--- src/hdl/swr_pkg.sv ---
// Shared types and constants for the sliding-window reorder receiver.
package swr_pkg;

  // Fixed widths of the external fields.
  localparam int SEQNO_PORT_BITS   = 8;
  localparam int PAYLOAD_PORT_BITS = 32;

  // Upper limits of the configurable internal widths.
  localparam int SEQ_MAX_BITS = 16;
  localparam int PAY_MAX_BITS = 64;

  typedef enum logic [1:0] {
    FUNC_DATA     = 2'd0,
    FUNC_QUENCH   = 2'd1,
    FUNC_UNQUENCH = 2'd2
  } func_t;

  typedef enum logic [1:0] {
    KIND_ACK      = 2'd0,
    KIND_DELIVER  = 2'd1,
    KIND_QUENCH   = 2'd2,
    KIND_UNQUENCH = 2'd3
  } kind_t;

  typedef enum logic [1:0] {
    ST_CLEAR,
    ST_IDLE,
    ST_CHECK
  } state_t;

  // Control part of one result leaving the sequencer.
  typedef struct packed {
    logic  valid;
    kind_t kind;
    logic  last;
  } res_t;

endpackage

--- src/hdl/swr_ctrl.sv ---
// Sequencer: window test, reorder-table update and in-order delivery walk.
module swr_ctrl #(
  parameter int WINDOW       = 8,
  parameter int SEQ_BITS     = 8,
  parameter int PAYLOAD_BITS = 32
) (
  input  logic                    clk,
  input  logic                    rst,
  input  logic                    start,
  input  logic [1:0]              func,
  input  logic [SEQ_BITS-1:0]     seq,
  input  logic [PAYLOAD_BITS-1:0] pay,
  output logic                    busy,
  output logic                    ram_we,
  output logic [SEQ_BITS-1:0]     ram_waddr,
  output logic [PAYLOAD_BITS:0]   ram_wdata,
  output logic [SEQ_BITS-1:0]     ram_raddr,
  input  logic [PAYLOAD_BITS:0]   ram_rdata,
  output swr_pkg::res_t           res,
  output logic [SEQ_BITS-1:0]     res_seq,
  output logic [PAYLOAD_BITS-1:0] res_pay
);

  localparam int CntW = $clog2(WINDOW + 2);
  localparam logic [CntW-1:0] CntMax = CntW'(WINDOW);
  // Wide enough for 2*WINDOW at any sequence width.
  localparam int CmpW = SEQ_BITS + 8;
  localparam logic [CmpW-1:0] NewMax = CmpW'(WINDOW);
  localparam logic [CmpW-1:0] OldMax = CmpW'(2 * WINDOW);

  swr_pkg::state_t state, state_next;

  logic [SEQ_BITS-1:0]     expected;
  logic [SEQ_BITS-1:0]     clr_addr;
  logic [CntW-1:0]         cnt;
  logic                    fwd;
  logic [PAYLOAD_BITS-1:0] hold_pay;
  swr_pkg::kind_t          pend_kind;
  logic [SEQ_BITS-1:0]     pend_seq;
  logic [PAYLOAD_BITS-1:0] pend_pay;

  logic [SEQ_BITS-1:0]     ahead;
  logic [SEQ_BITS-1:0]     behind;
  logic                    is_new;
  logic                    is_old;
  logic                    accept_new;
  logic                    full_eff;
  logic [PAYLOAD_BITS-1:0] pay_eff;
  logic                    cont;

  assign ahead  = seq - expected;
  assign behind = expected - seq;
  assign is_new = (CmpW'(ahead) <= NewMax);
  assign is_old = (behind != '0) && (CmpW'(behind) <= OldMax);

  // The first lookup may hit the slot written at accept: forward it.
  assign full_eff = fwd ? 1'b1 : ram_rdata[PAYLOAD_BITS];
  assign pay_eff  = fwd ? hold_pay : ram_rdata[PAYLOAD_BITS-1:0];
  assign cont     = full_eff && (cnt <= CntMax);

  always_ff @(posedge clk) begin
    if (rst) begin
      state <= swr_pkg::ST_CLEAR;
    end else begin
      state <= state_next;
    end
  end

  always_comb begin
    state_next = state;
    busy       = 1'b1;
    ram_we     = 1'b0;
    ram_waddr  = clr_addr;
    ram_wdata  = '0;
    ram_raddr  = expected;
    res.valid  = 1'b0;
    res.kind   = swr_pkg::KIND_ACK;
    res.last   = 1'b1;
    res_seq    = '0;
    res_pay    = '0;
    accept_new = 1'b0;
    unique case (state)
      swr_pkg::ST_CLEAR: begin
        ram_we = 1'b1;
        if (clr_addr == '1) begin
          state_next = swr_pkg::ST_IDLE;
        end
      end
      swr_pkg::ST_IDLE: begin
        busy = 1'b0;
        if (start) begin
          case (func)
            swr_pkg::FUNC_QUENCH: begin
              res.valid = 1'b1;
              res.kind  = swr_pkg::KIND_QUENCH;
            end
            swr_pkg::FUNC_UNQUENCH: begin
              res.valid = 1'b1;
              res.kind  = swr_pkg::KIND_UNQUENCH;
            end
            swr_pkg::FUNC_DATA: begin
              if (is_new) begin
                accept_new = 1'b1;
                ram_we     = 1'b1;
                ram_waddr  = seq;
                ram_wdata  = {1'b1, pay};
                state_next = swr_pkg::ST_CHECK;
              end else if (is_old) begin
                res.valid = 1'b1;
                res_seq   = seq;
              end
            end
            default: begin
              // drop unused function codes
            end
          endcase
        end
      end
      swr_pkg::ST_CHECK: begin
        // Emit the pending item; its last flag follows from the slot just read.
        res.valid = 1'b1;
        res.kind  = pend_kind;
        res.last  = !cont;
        res_seq   = pend_seq;
        res_pay   = pend_pay;
        ram_raddr = expected + 1'b1;
        if (cont) begin
          ram_we    = 1'b1;
          ram_waddr = expected;
          ram_wdata = '0;
        end else begin
          state_next = swr_pkg::ST_IDLE;
        end
      end
      default: begin
        state_next = swr_pkg::ST_CLEAR;
      end
    endcase
  end

  always_ff @(posedge clk) begin
    if (rst) begin
      expected <= SEQ_BITS'(1);
      clr_addr <= '0;
      cnt      <= '0;
      fwd      <= 1'b0;
    end else begin
      if (state == swr_pkg::ST_CLEAR) begin
        clr_addr <= clr_addr + 1'b1;
      end
      if (accept_new) begin
        fwd <= (seq == expected);
        cnt <= '0;
      end else if (state == swr_pkg::ST_CHECK) begin
        fwd <= 1'b0;
        if (cont) begin
          expected <= expected + 1'b1;
          cnt      <= cnt + 1'b1;
        end
      end
    end
  end

  always_ff @(posedge clk) begin
    if (accept_new) begin
      hold_pay  <= pay;
      pend_kind <= swr_pkg::KIND_ACK;
      pend_seq  <= seq;
      pend_pay  <= '0;
    end else if ((state == swr_pkg::ST_CHECK) && cont) begin
      pend_kind <= swr_pkg::KIND_DELIVER;
      pend_seq  <= expected;
      pend_pay  <= pay_eff;
    end
  end

endmodule

--- config.mk ---
export PLATFORM = sky130hd
export DESIGN_NAME = swr_ctrl
export DESIGN_NICKNAME = d
export VERILOG_FILES = /design/src/hdl/swr_pkg.sv /design/src/hdl/swr_ctrl.sv
export SDC_FILE = /design/constraint.sdc
export NUM_CORES = 1
export LEC_CHECK = 0
export ABC_AREA = 1
export BUFFER_PORTS_ARGS = -buffer_cell sky130_fd_sc_hd__buf_2
export CORE_UTILIZATION = 49
export DETAILED_ROUTE_END_ITERATION = 8
export HOLD_SLACK_MARGIN = 0.02
export PLACE_DENSITY = 0.78
export SLEW_MARGIN = 10
export SYNTH_ARGS = -nofsm -noshare
export SYNTH_HDL_FRONTEND = slang
export SYNTH_SLANG_ARGS = --single-unit
export TNS_END_PERCENT = 20
--- constraint.sdc ---
create_clock -name clk -period 2.61 [get_ports clk]
set_input_delay 0.261 -clock clk [delete_from_list [all_inputs] [get_ports clk]]
set_output_delay 0.261 -clock clk [all_outputs]
set_load 0.01 [all_outputs]
==> flow_metrics.tcl, run 1 <==
set metrics [dict create \
    r2r-end "expected[6]" \
    synth.top_cell.area_share 0.186 \
    critical_path.max_stage_delay_ns 0.37 \
    io-pin-count 173 \
    drt-total-wl_um 18900 \
    power_density_nw_per_um2 378 \
    seq_area_frac_synth 0.360 \
    yosys_warnings 0 \
    r2r_cells 17 \
    count_of_mapped_cells_out_of_synthesis 928 \
    antenna-diode-count 0 \
    period_needed_ns 2.74 \
    clock_buffers_created_by_tritoncts 9 \
    floorplan.die.width_um 117 \
    cts-htree-levels 3 \
    post-synth-top-area-cell "edfxtp_1" \
    dp.final_hpwl_um 12900 \
    worst-path-max-fanout 5 \
    hold-worst-slack_ns 0.0960 \
    clk_pin_slew_ns 0.07 \
    drt-vias-per-instance 5.10 \
    max_freq_mhz 365 \
    worst_slew_margin_rel 0.684 \
    final.setup.tns_ns -2.70 \
    report.final.setup_viol 42 \
    tritoncts_clock_tree "done" \
    post-route-worst-setup-slack_ns -0.133 \
    post-route-drc-count 0 \
    gp_congestion 0.974 \
    timing.critical_path.mode_cell "nand2_1" \
    regToRegStartpoint "expected[3]" \
    post-route-period-util 1.05 \
    clk_root_buffer_cell "clkbuf_16" \
    timing_hold_violations_final 0 \
    synth_async_sr_flop_share 0 \
    avgRoutedWirePerCell_um 14.5 \
    global_route_total_usage_across_every_layer 0.272 \
    startpoint "expected[3]" \
    max-cap-violations 0 \
    antenna_found_initial 0 \
    post_place_cells 1264 \
    std_cell_rows 41 \
    worstSetupPathType "flip-flop to output port" \
    synthFlopType "dfxtp_1" \
    outcome "finished, violations left" \
    globalRoute.totalOverflow 0 \
    finalMaxSlewViolations 0 \
    power_w 0.00330 \
    vertical_die_dimension_um 117 \
    design.die.area_um2 13600 \
    synth.most_common_cell "nand2_1" \
    finalNonFillerCells 1300 \
    routed-via-count 6625 \
    cts.hold.buffers_added 0 \
    antenna_left 0 \
    worst_hold_startpoint "pay[7]" \
    postSynthNetCount 1031 \
    crit_required_ns 2.35 \
    synth_edf_count 40 \
    worstPathCellList "ha_4 -> nand2_1 -> nand2_1 -> inv_1 -> nand3_1 -> nand2_1 -> inv_1 -> nand3_2 -> nor2_4 -> nand3_4 -> buf_12 -> buf_16 -> nor2_4 -> buf_6" \
    stdcell_area_um2 8720 \
    worstHoldEndpoint "hold_pay[7]" \
    violations_in_the_final_reports "negative setup slack" \
    post_synth_most_frequent_cells "nand2_1 (240), inv_1 (181), nor2_1 (108)" \
    rsz0062_at_grt "yes" \
    timing.critical_path.from_type "flip-flop" \
    critical_path.slowest_cell "dfxtp_4" \
    worstPathArrival_ns 2.48 \
    area_growth_pct 35.1 \
    place.port_buffers 172 \
    number_of_global_route_vias_before_repair 5936 \
    clkSinkCount 96 \
    grt_first_pass_wirelength_um 28200 \
    clk_path_buf_depth 2 \
    syn_avg_cell_area_um2 6.96 \
    place_area_um2 7590 \
    first_pass_iters 6 \
    detailedRoute.firstIterationViolations 490 \
    vdd_ir_max_v 0.000289 \
    synth_area_um2 6460 \
    insertion_delay_ns 0.35 \
    post_route_cells_drive_above_1_share 0.340 \
    min_path_type "input pin to flip-flop" \
    p_leak_nw 4.53 \
    finalClockSkew_ns 0.00563 \
    core_box_area_um2 12700 \
    finalNetCount 1226 \
    worst-slew-pin-transition_ns 0.474 \
    grt_start_max_net_pins 54 \
    number_of_storage_elements_in_the_synthesis_netlist 96 \
    worst_hold_path_stage_count 1 \
    synth_cell_type_count 34 \
    reg2reg_slack_ns 0.08 \
    synthTopCellsByArea "edfxtp_1 (19%), dfxtp_1 (17%), nand2_1 (14%)" \
    floorplan.initialDensity 0.507 \
    cp-end-kind "output port" \
]
## flip-flops by register name, indices dropped and copies added, names as in the netlist
signal / count
clr_addr: 8
cnt: 4
expected: 8
fwd: 1
hold_pay: 32
pend_kind: 1
pend_pay: 32
pend_seq: 8
state: 2
## timing repair
action | 4_1_cts | 5_1_grt
setup endpoints to repair | 51 | 59
hold endpoints to repair | 0 | 0
gates resized for setup | 107 | 53
cloned | 4 | 0
buffers inserted | 11 | 6
pin swaps | 25 | 34
## metal layers
layer / vias up / GRT usage / wire (µm)
li1: 3271 / - / -
met1: 3024 / 0.332 / 7430
met2: 264 / 0.467 / 9390
met3: 66 / 0.0453 / 1350
met4: 0 / 0.130 / 740
met5: - / 0 / 0
## logic make-up (layout without fill, tap and decap cells)
family / Yosys count / count (layout) / synth area share
compound gates: 98 / 98 / 0.0899
xor+xnor: 9 / 9 / 0.0134
fa+ha+maj: 25 / 25 / 0.0484
simple gates: 474 / 474 / 0.342
buf+inv: 226 / 426 / 0.146
flops: 96 / 96 / 0.360
## cells in the final DEF (no fill, tap or decap), drive strengths merged, types with 10 or more instances in the layout
cell type,synthesis,routed
inv,182,186
nor2,143,143
nand3,59,59
nand2,243,243
nand4,19,19
buf,18,224
dfxtp,56,56
o21ai,33,33
edfxtp,40,40
a21oi,31,31
clkbuf,23,10
ha,25,25
o31ai,32,32
## how the worst max path moves through the flow
stage,to,slack [ns]
floorplan,ram_wdata[32],0.11
global placement,res[3],0.07
detailed placement,ram_waddr[5],0.07
CTS,ram_wdata[18],-0.08
global route,ram_wdata[30],-0.22
finish,ram_wdata[30],-0.13
## critical path: cells and delay by family, from the launching register on
family / cells / cell delay, ns
and+or+nand+nor: 8 / 0.89
buffers and inverters: 5 / 0.55
DFF: 1 / 0.37
adders and majority gates: 1 / 0.30
## stage by stage
step	worst slack, ns	utilization
global placement	0.0717	0.597
CTS	-0.0779	0.671
detailed placement	0.0721	0.597
finish	-0.133	0.685
floorplan	0.109	-
global route	-0.221	0.685
## area by class of cell
class / count / area, µm²
Tap cell: 172 / 215
Fill cell: 1096 / 4000
Multi-Input combinational cell: 606 / 3560
Clock inverter: 6 / 41.3
Timing Repair Buffer: 225 / 1630
Inverter: 185 / 699
Clock buffer: 10 / 229
Sequential cell: 96 / 2350
## power breakdown
part           internal [W]  leakage (nW)  switching [W]
sequential          0.00156         0.808      0.0000126
clock              0.000652         0.139       0.000591
combinational      0.000189          3.58       0.000293
total               0.00240          4.53       0.000896
No activity file was read; power rests on OpenSTA's default activity.
==> run 2: changes to the inputs <==
--- a/config.mk
+++ b/config.mk
@@ -7,10 +7,12 @@
 export LEC_CHECK = 0
 export ABC_AREA = 1
 export BUFFER_PORTS_ARGS = -buffer_cell sky130_fd_sc_hd__buf_2
-export CORE_UTILIZATION = 49
+export CELL_PAD_IN_SITES_DETAIL_PLACEMENT = 1
+export CELL_PAD_IN_SITES_GLOBAL_PLACEMENT = 1
+export CORE_UTILIZATION = 34
 export DETAILED_ROUTE_END_ITERATION = 8
 export HOLD_SLACK_MARGIN = 0.02
-export PLACE_DENSITY = 0.78
+export PLACE_DENSITY_LB_ADDON = 0.1
 export SLEW_MARGIN = 10
 export SYNTH_ARGS = -nofsm -noshare
 export SYNTH_HDL_FRONTEND = slang
==> run 2 against run 1 <==
The flow still finishes with violations (negative setup slack); clock skew is 0.0021 ns higher; first-iteration DRC count shrank 62%; non-clock buffer count is 31 higher; clock power is 12% higher; worst setup slack improved by 0.051 ns; sequential share of layout area down 0.78 points; cell count grew 7.2%; final area up 2.9%; global-route usage decreased by 4.7 points; via count is 0.62% higher; power up 5.0%; critical path depth is the same; critical path type unchanged; largest power group unchanged.
==> flow_metrics.tcl, run 2 (same netlist as run 1, synthesis figures left out) <==
set metrics [dict create \
    post-route-worst-setup-slack_ns -0.0819 \
    outcome "finished, violations left" \
    place.port_buffers 172 \
    avgRoutedWirePerCell_um 15.6 \
    worstPathArrival_ns 2.43 \
    clk_path_buf_depth 2 \
    final-seq-area_um2 2350 \
    cts.hold.buffers_added 0 \
    final.setup.tns_ns -2.37 \
    first_pass_iters 4 \
    power_w 0.00346 \
    stdcell_area_um2 8970 \
    max-cap-violations 0 \
    grt_start_max_net_pins 65 \
    routed-via-count 6666 \
    floorplan.die.width_um 140 \
    area_growth_pct 39.0 \
    worstSetupPathType "flip-flop to output port" \
    max_freq_mhz 371 \
    clk_root_buffer_cell "clkbuf_16" \
    cp-end-kind "output port" \
    period_needed_ns 2.69 \
    globalRoute.totalOverflow 0 \
    grt_first_pass_wirelength_um 34300 \
    post-route-drc-count 0 \
    power_density_nw_per_um2 386 \
    multi_input_comb_area_um2 3480 \
    dp.final_hpwl_um 16200 \
    finalNetCount 1257 \
    clock_buffers_created_by_tritoncts 9 \
    worst_slew_margin_rel 0.631 \
    report.final.setup_viol 49 \
    worst-path-max-fanout 7 \
    clk_pin_slew_ns 0.07 \
    std_cell_rows 50 \
    design.die.area_um2 19500 \
    drt-total-wl_um 21800 \
    antenna_found_initial 1 \
    layout_commonest_cell "nand2_1" \
    vertical_die_dimension_um 140 \
    n_fill_cell 2418 \
    min_path_type "input pin to flip-flop" \
    io-pin-count 173 \
    detailedRoute.firstIterationViolations 187 \
    final_cell_mix "nand2_1 (215), inv_1 (175), buf_2 (142)" \
    global_route_total_usage_across_every_layer 0.225 \
    insertion_delay_ns 0.35 \
    violations_in_the_final_reports "negative setup slack" \
    rsz0062_at_grt "yes" \
    post-route-period-util 1.03 \
    place_area_um2 8020 \
    post_route_cells_drive_above_1_share 0.334 \
    gp_congestion 0.864 \
    drt-vias-per-instance 4.79 \
    antenna_left 0 \
    vdd_ir_max_v 0.000331 \
    core_box_area_um2 18600 \
    timing_hold_violations_final 0 \
    timing.critical_path.from_type "flip-flop" \
    clkSinkCount 96 \
    p_leak_nw 4.66 \
    floorplan.initialDensity 0.346 \
    number_of_global_route_vias_before_repair 6623 \
    top_regs "hold_pay: 32 flops, pend_pay: 32 flops" \
    finalClockSkew_ns 0.00769 \
    finalMaxSlewViolations 0 \
    worst-slew-pin-transition_ns 0.553 \
    antenna-diode-count 0 \
    cts-htree-levels 3 \
    tritoncts_clock_tree "done" \
    crit_required_ns 2.35 \
]
-- run 2: area by class of cell --
class,count,share of cell area
multi-input combinational,606,0.388
sequential,96,0.261
timing repair buffer,256,0.207
inverter,185,0.0774
tap,234,0.0326
clock buffer,10,0.0255
clock inverter,6,0.00851
-- run 2: per-stage QoR --
stage | util | instances | hold WS [ns] | worst slack, ns
floorplan | - | 928 | 0.323 | 0.109
global placement | 0.430 | 1364 | 0.454 | -0.0654
detailed placement | 0.430 | 1364 | 0.455 | -0.0260
CTS | 0.476 | 1388 | 0.0789 | -0.0986
global route | 0.481 | 1393 | 0.0822 | -0.249
finish | 0.481 | 1393 | 0.0961 | -0.0819
-- run 2: critical path, cell delays in order (launching register included) --
cell and delay [ns]:
dfxtp_4 0.37, ha_4 0.33, nand2_4 0.09, nor2_4 0.12
nand3_2 0.10, nand2_2 0.08, nand2_1 0.05, nand2_1 0.06
nand2_2 0.06, nor2_4 0.15, nand3_4 0.14, buf_12 0.20
buf_12 0.15, nor2_4 0.08, buf_6 0.10
-- run 2: worst paths after layout --
path                        end        start  cells after the start  slack [ns]
setup / recovery  ram_wdata[10]  expected[4]                     14       -0.08
hold / removal      hold_pay[6]       pay[6]                      1         0.1
setup reg to reg         cnt[0]  expected[4]                     15        0.30
hold reg to reg          cnt[3]       cnt[3]                      2        0.50
-- run 2: per-layer routing --
layer	routed length (µm)	GRT usage	vias to the layer above
li1	-	-	3332
met1	10000	0.287	3173
met2	10600	0.380	131
met3	762	0.0420	28
met4	403	0.0758	2
met5	8	0	-
-- run 2: what timing repair did --
action | CTS | global route
resized for setup | 110 | 19
pin swaps | 27 | 17
buffers inserted | 7 | 4
setup endpoints to repair | 51 | 52
gates cloned | 1 | 1
-- run 2: where the power goes --
part	switching, W	internal, W	total, W
sequential	0.0000131	0.00156	0.00157
combinational	0.000298	0.000206	0.000504
clock	0.000627	0.000760	0.00139
==> run 3: changes to the inputs <==
--- a/config.mk
+++ b/config.mk
@@ -12,7 +12,7 @@
 export CORE_UTILIZATION = 34
 export DETAILED_ROUTE_END_ITERATION = 8
 export HOLD_SLACK_MARGIN = 0.02
-export PLACE_DENSITY_LB_ADDON = 0.1
+export PLACE_DENSITY_LB_ADDON = 0.12
 export SLEW_MARGIN = 10
 export SYNTH_ARGS = -nofsm -noshare
 export SYNTH_HDL_FRONTEND = slang
==> run 3 against run 2 <==
The flow still finishes with violations (negative setup slack); largest power group unchanged; cell count shrank 0.29%; worst setup slack lost 0.083 ns; utilization hardly changed; worst hold slack lost 0.0032 ns; highest routed layer unchanged; register-to-register slack got worse by 0.14 ns; combinational power is 0.8% higher; non-clock buffer count down 4; die area stayed put.
==> flow_metrics.tcl, run 3 (same netlist as run 1, synthesis figures left out) <==
set metrics [dict create \
    outcome "finished, violations left" \
    violations_in_the_final_reports "negative setup slack" \
    power_density_nw_per_um2 381 \
    globalRoute.totalOverflow 0 \
    vdd_ir_max_v 0.000254 \
    antenna_left 0 \
    floorplan.die.width_um 140 \
    max-cap-violations 0 \
    top_regs "hold_pay: 32 flops, pend_pay: 32 flops" \
    met1_usage 0.291 \
    final_cell_mix "nand2_1 (211), inv_1 (173), buf_2 (139)" \
    n_fill_cell 2377 \
    cts-htree-levels 3 \
    period_needed_ns 2.78 \
    timing_hold_violations_final 0 \
    post_route_cells_drive_above_1_share 0.343 \
    std_cell_rows 50 \
    clk_path_buf_depth 2 \
    clk_root_buffer_cell "clkbuf_16" \
    finalClockSkew_ns 0.00739 \
    worstPathArrival_ns 2.51 \
    design.die.area_um2 19500 \
    insertion_delay_ns 0.35 \
    min_path_type "input pin to flip-flop" \
    cp-end-kind "output port" \
    max_freq_mhz 360 \
    global_route.usage.met3 0.0509 \
    p_leak_nw 4.65 \
    post_place_cells 1355 \
    worst-slew-pin-transition_ns 0.506 \
    met2_routing_resource_usage_after_global_routing 0.388 \
    avgRoutedWirePerCell_um 15.9 \
    grt_start_max_net_pins 69 \
    antenna-diode-count 0 \
    place.port_buffers 172 \
    timing.critical_path.from_type "flip-flop" \
    clkSinkCount 96 \
    post-route-drc-count 0 \
    finalMaxSlewViolations 0 \
    core_box_area_um2 18600 \
    gp_congestion 0.856 \
    rsz0062_at_grt "yes" \
    clock_buffers_created_by_tritoncts 9 \
    worstSetupPathType "flip-flop to output port" \
    grt_first_pass_wirelength_um 34700 \
    cts.hold.buffers_added 0 \
    drt-total-wl_um 22000 \
    finalNetCount 1253 \
    crit_required_ns 2.35 \
    routed-via-count 6519 \
    power_w 0.00342 \
    io-pin-count 173 \
    worst_slew_margin_rel 0.663 \
    report.final.setup_viol 51 \
    worst-path-max-fanout 8 \
    drt-vias-per-instance 4.69 \
    dp.final_hpwl_um 16200 \
    clk_pin_slew_ns 0.08 \
    post-route-period-util 1.06 \
    top_usage_layer "met2" \
    finalNonFillerCells 1389 \
    layout_commonest_cell "nand2_1" \
    tritoncts_clock_tree "done" \
    vertical_die_dimension_um 140 \
    area_growth_pct 38.9 \
    number_of_global_route_vias_before_repair 6571 \
    detailedRoute.firstIterationViolations 266 \
    global_route_total_usage_across_every_layer 0.228 \
    first_pass_iters 7 \
    floorplan.initialDensity 0.346 \
    post-route-worst-setup-slack_ns -0.165 \
    antenna_found_initial 1 \
]
[run 3: cell types whose count changed in the layout (fill, tap and decap cells not counted), moves of 3 or more]
cell / delta
buf_6: -3
a21oi_2: +4
nand2_4: +3
buf_2: -3
buf_4: +6
buf_12: -5
nand2_1: -4
a21oi_1: -5
[run 3: path summary, 6_finish.rpt]
| check | start | to | slack (ns) | depth (start not counted) |
|---|---|---|---|---|
| setup reg to reg | expected[4] | cnt[0] | 0.16 | 14 |
| setup / recovery | expected[4] | ram_we | -0.17 | 14 |
| hold reg to reg | cnt[3] | cnt[3] | 0.50 | 2 |
| hold / removal | pay[7] | hold_pay[7] | 0.09 | 1 |
[run 3: cell type report]
type	count	area, µm²	share of cell area
clock buffer	9	225	0.0251
clock inverter	7	65.1	0.00726
inverter	185	694	0.0774
multi-input combinational	606	3550	0.396
sequential	96	2350	0.262
tap	234	293	0.0327
timing repair buffer	252	1800	0.200
[run 3: critical path: stages, from the launching register on]
cell,delay (ns)
dfxtp_4,0.37
ha_4,0.33
nand2_4,0.08
nor2_4,0.11
nand3_2,0.10
nand2_2,0.10
nand2_2,0.05
nand2_2,0.07
nand2_2,0.06
nor2_4,0.17
nand3_4,0.22
nand2_1,0.19
o21ai_1,0.09
inv_1,0.07
buf_2,0.13
[run 3: metal layers]
metal	vias up	routed length [µm]
met1	3033	9890
met3	25	1070
met2	143	10700
met5	-	8
li1	3316	-
met4	2	365
[run 3: per-stage QoR]
step | util | area (µm²) | setup slack, ns | hold WS, ns | setup TNS [ns]
final | 0.481 | 8970 | -0.165 | 0.0929 | -5.39
after global routing | 0.481 | 8970 | -0.324 | 0.0711 | -12.67
after CTS | 0.469 | 8740 | -0.129 | 0.0747 | -3.43
after detailed placement | 0.423 | 7890 | -0.173 | 0.455 | -5.09
after global placement | 0.423 | 7890 | -0.171 | 0.452 | -3.53
after floorplan | - | 6460 | 0.109 | 0.323 | 0
[run 3: repair_timing]
| action | CTS | global route |
|---|---|---|
| cloned | 2 | 2 |
| endpoints found under the setup margin | 52 | 51 |
| gates resized for setup | 100 | 45 |
| buffers inserted | 9 | 6 |
| pin swaps | 20 | 29 |
[run 3: report_power, final]
part	total [W]	leakage, nW	internal, W	switching, W
combinational	0.000508	3.71	0.000207	0.000301
sequential	0.00158	0.808	0.00156	0.0000142
clock	0.00133	0.137	0.000668	0.000665
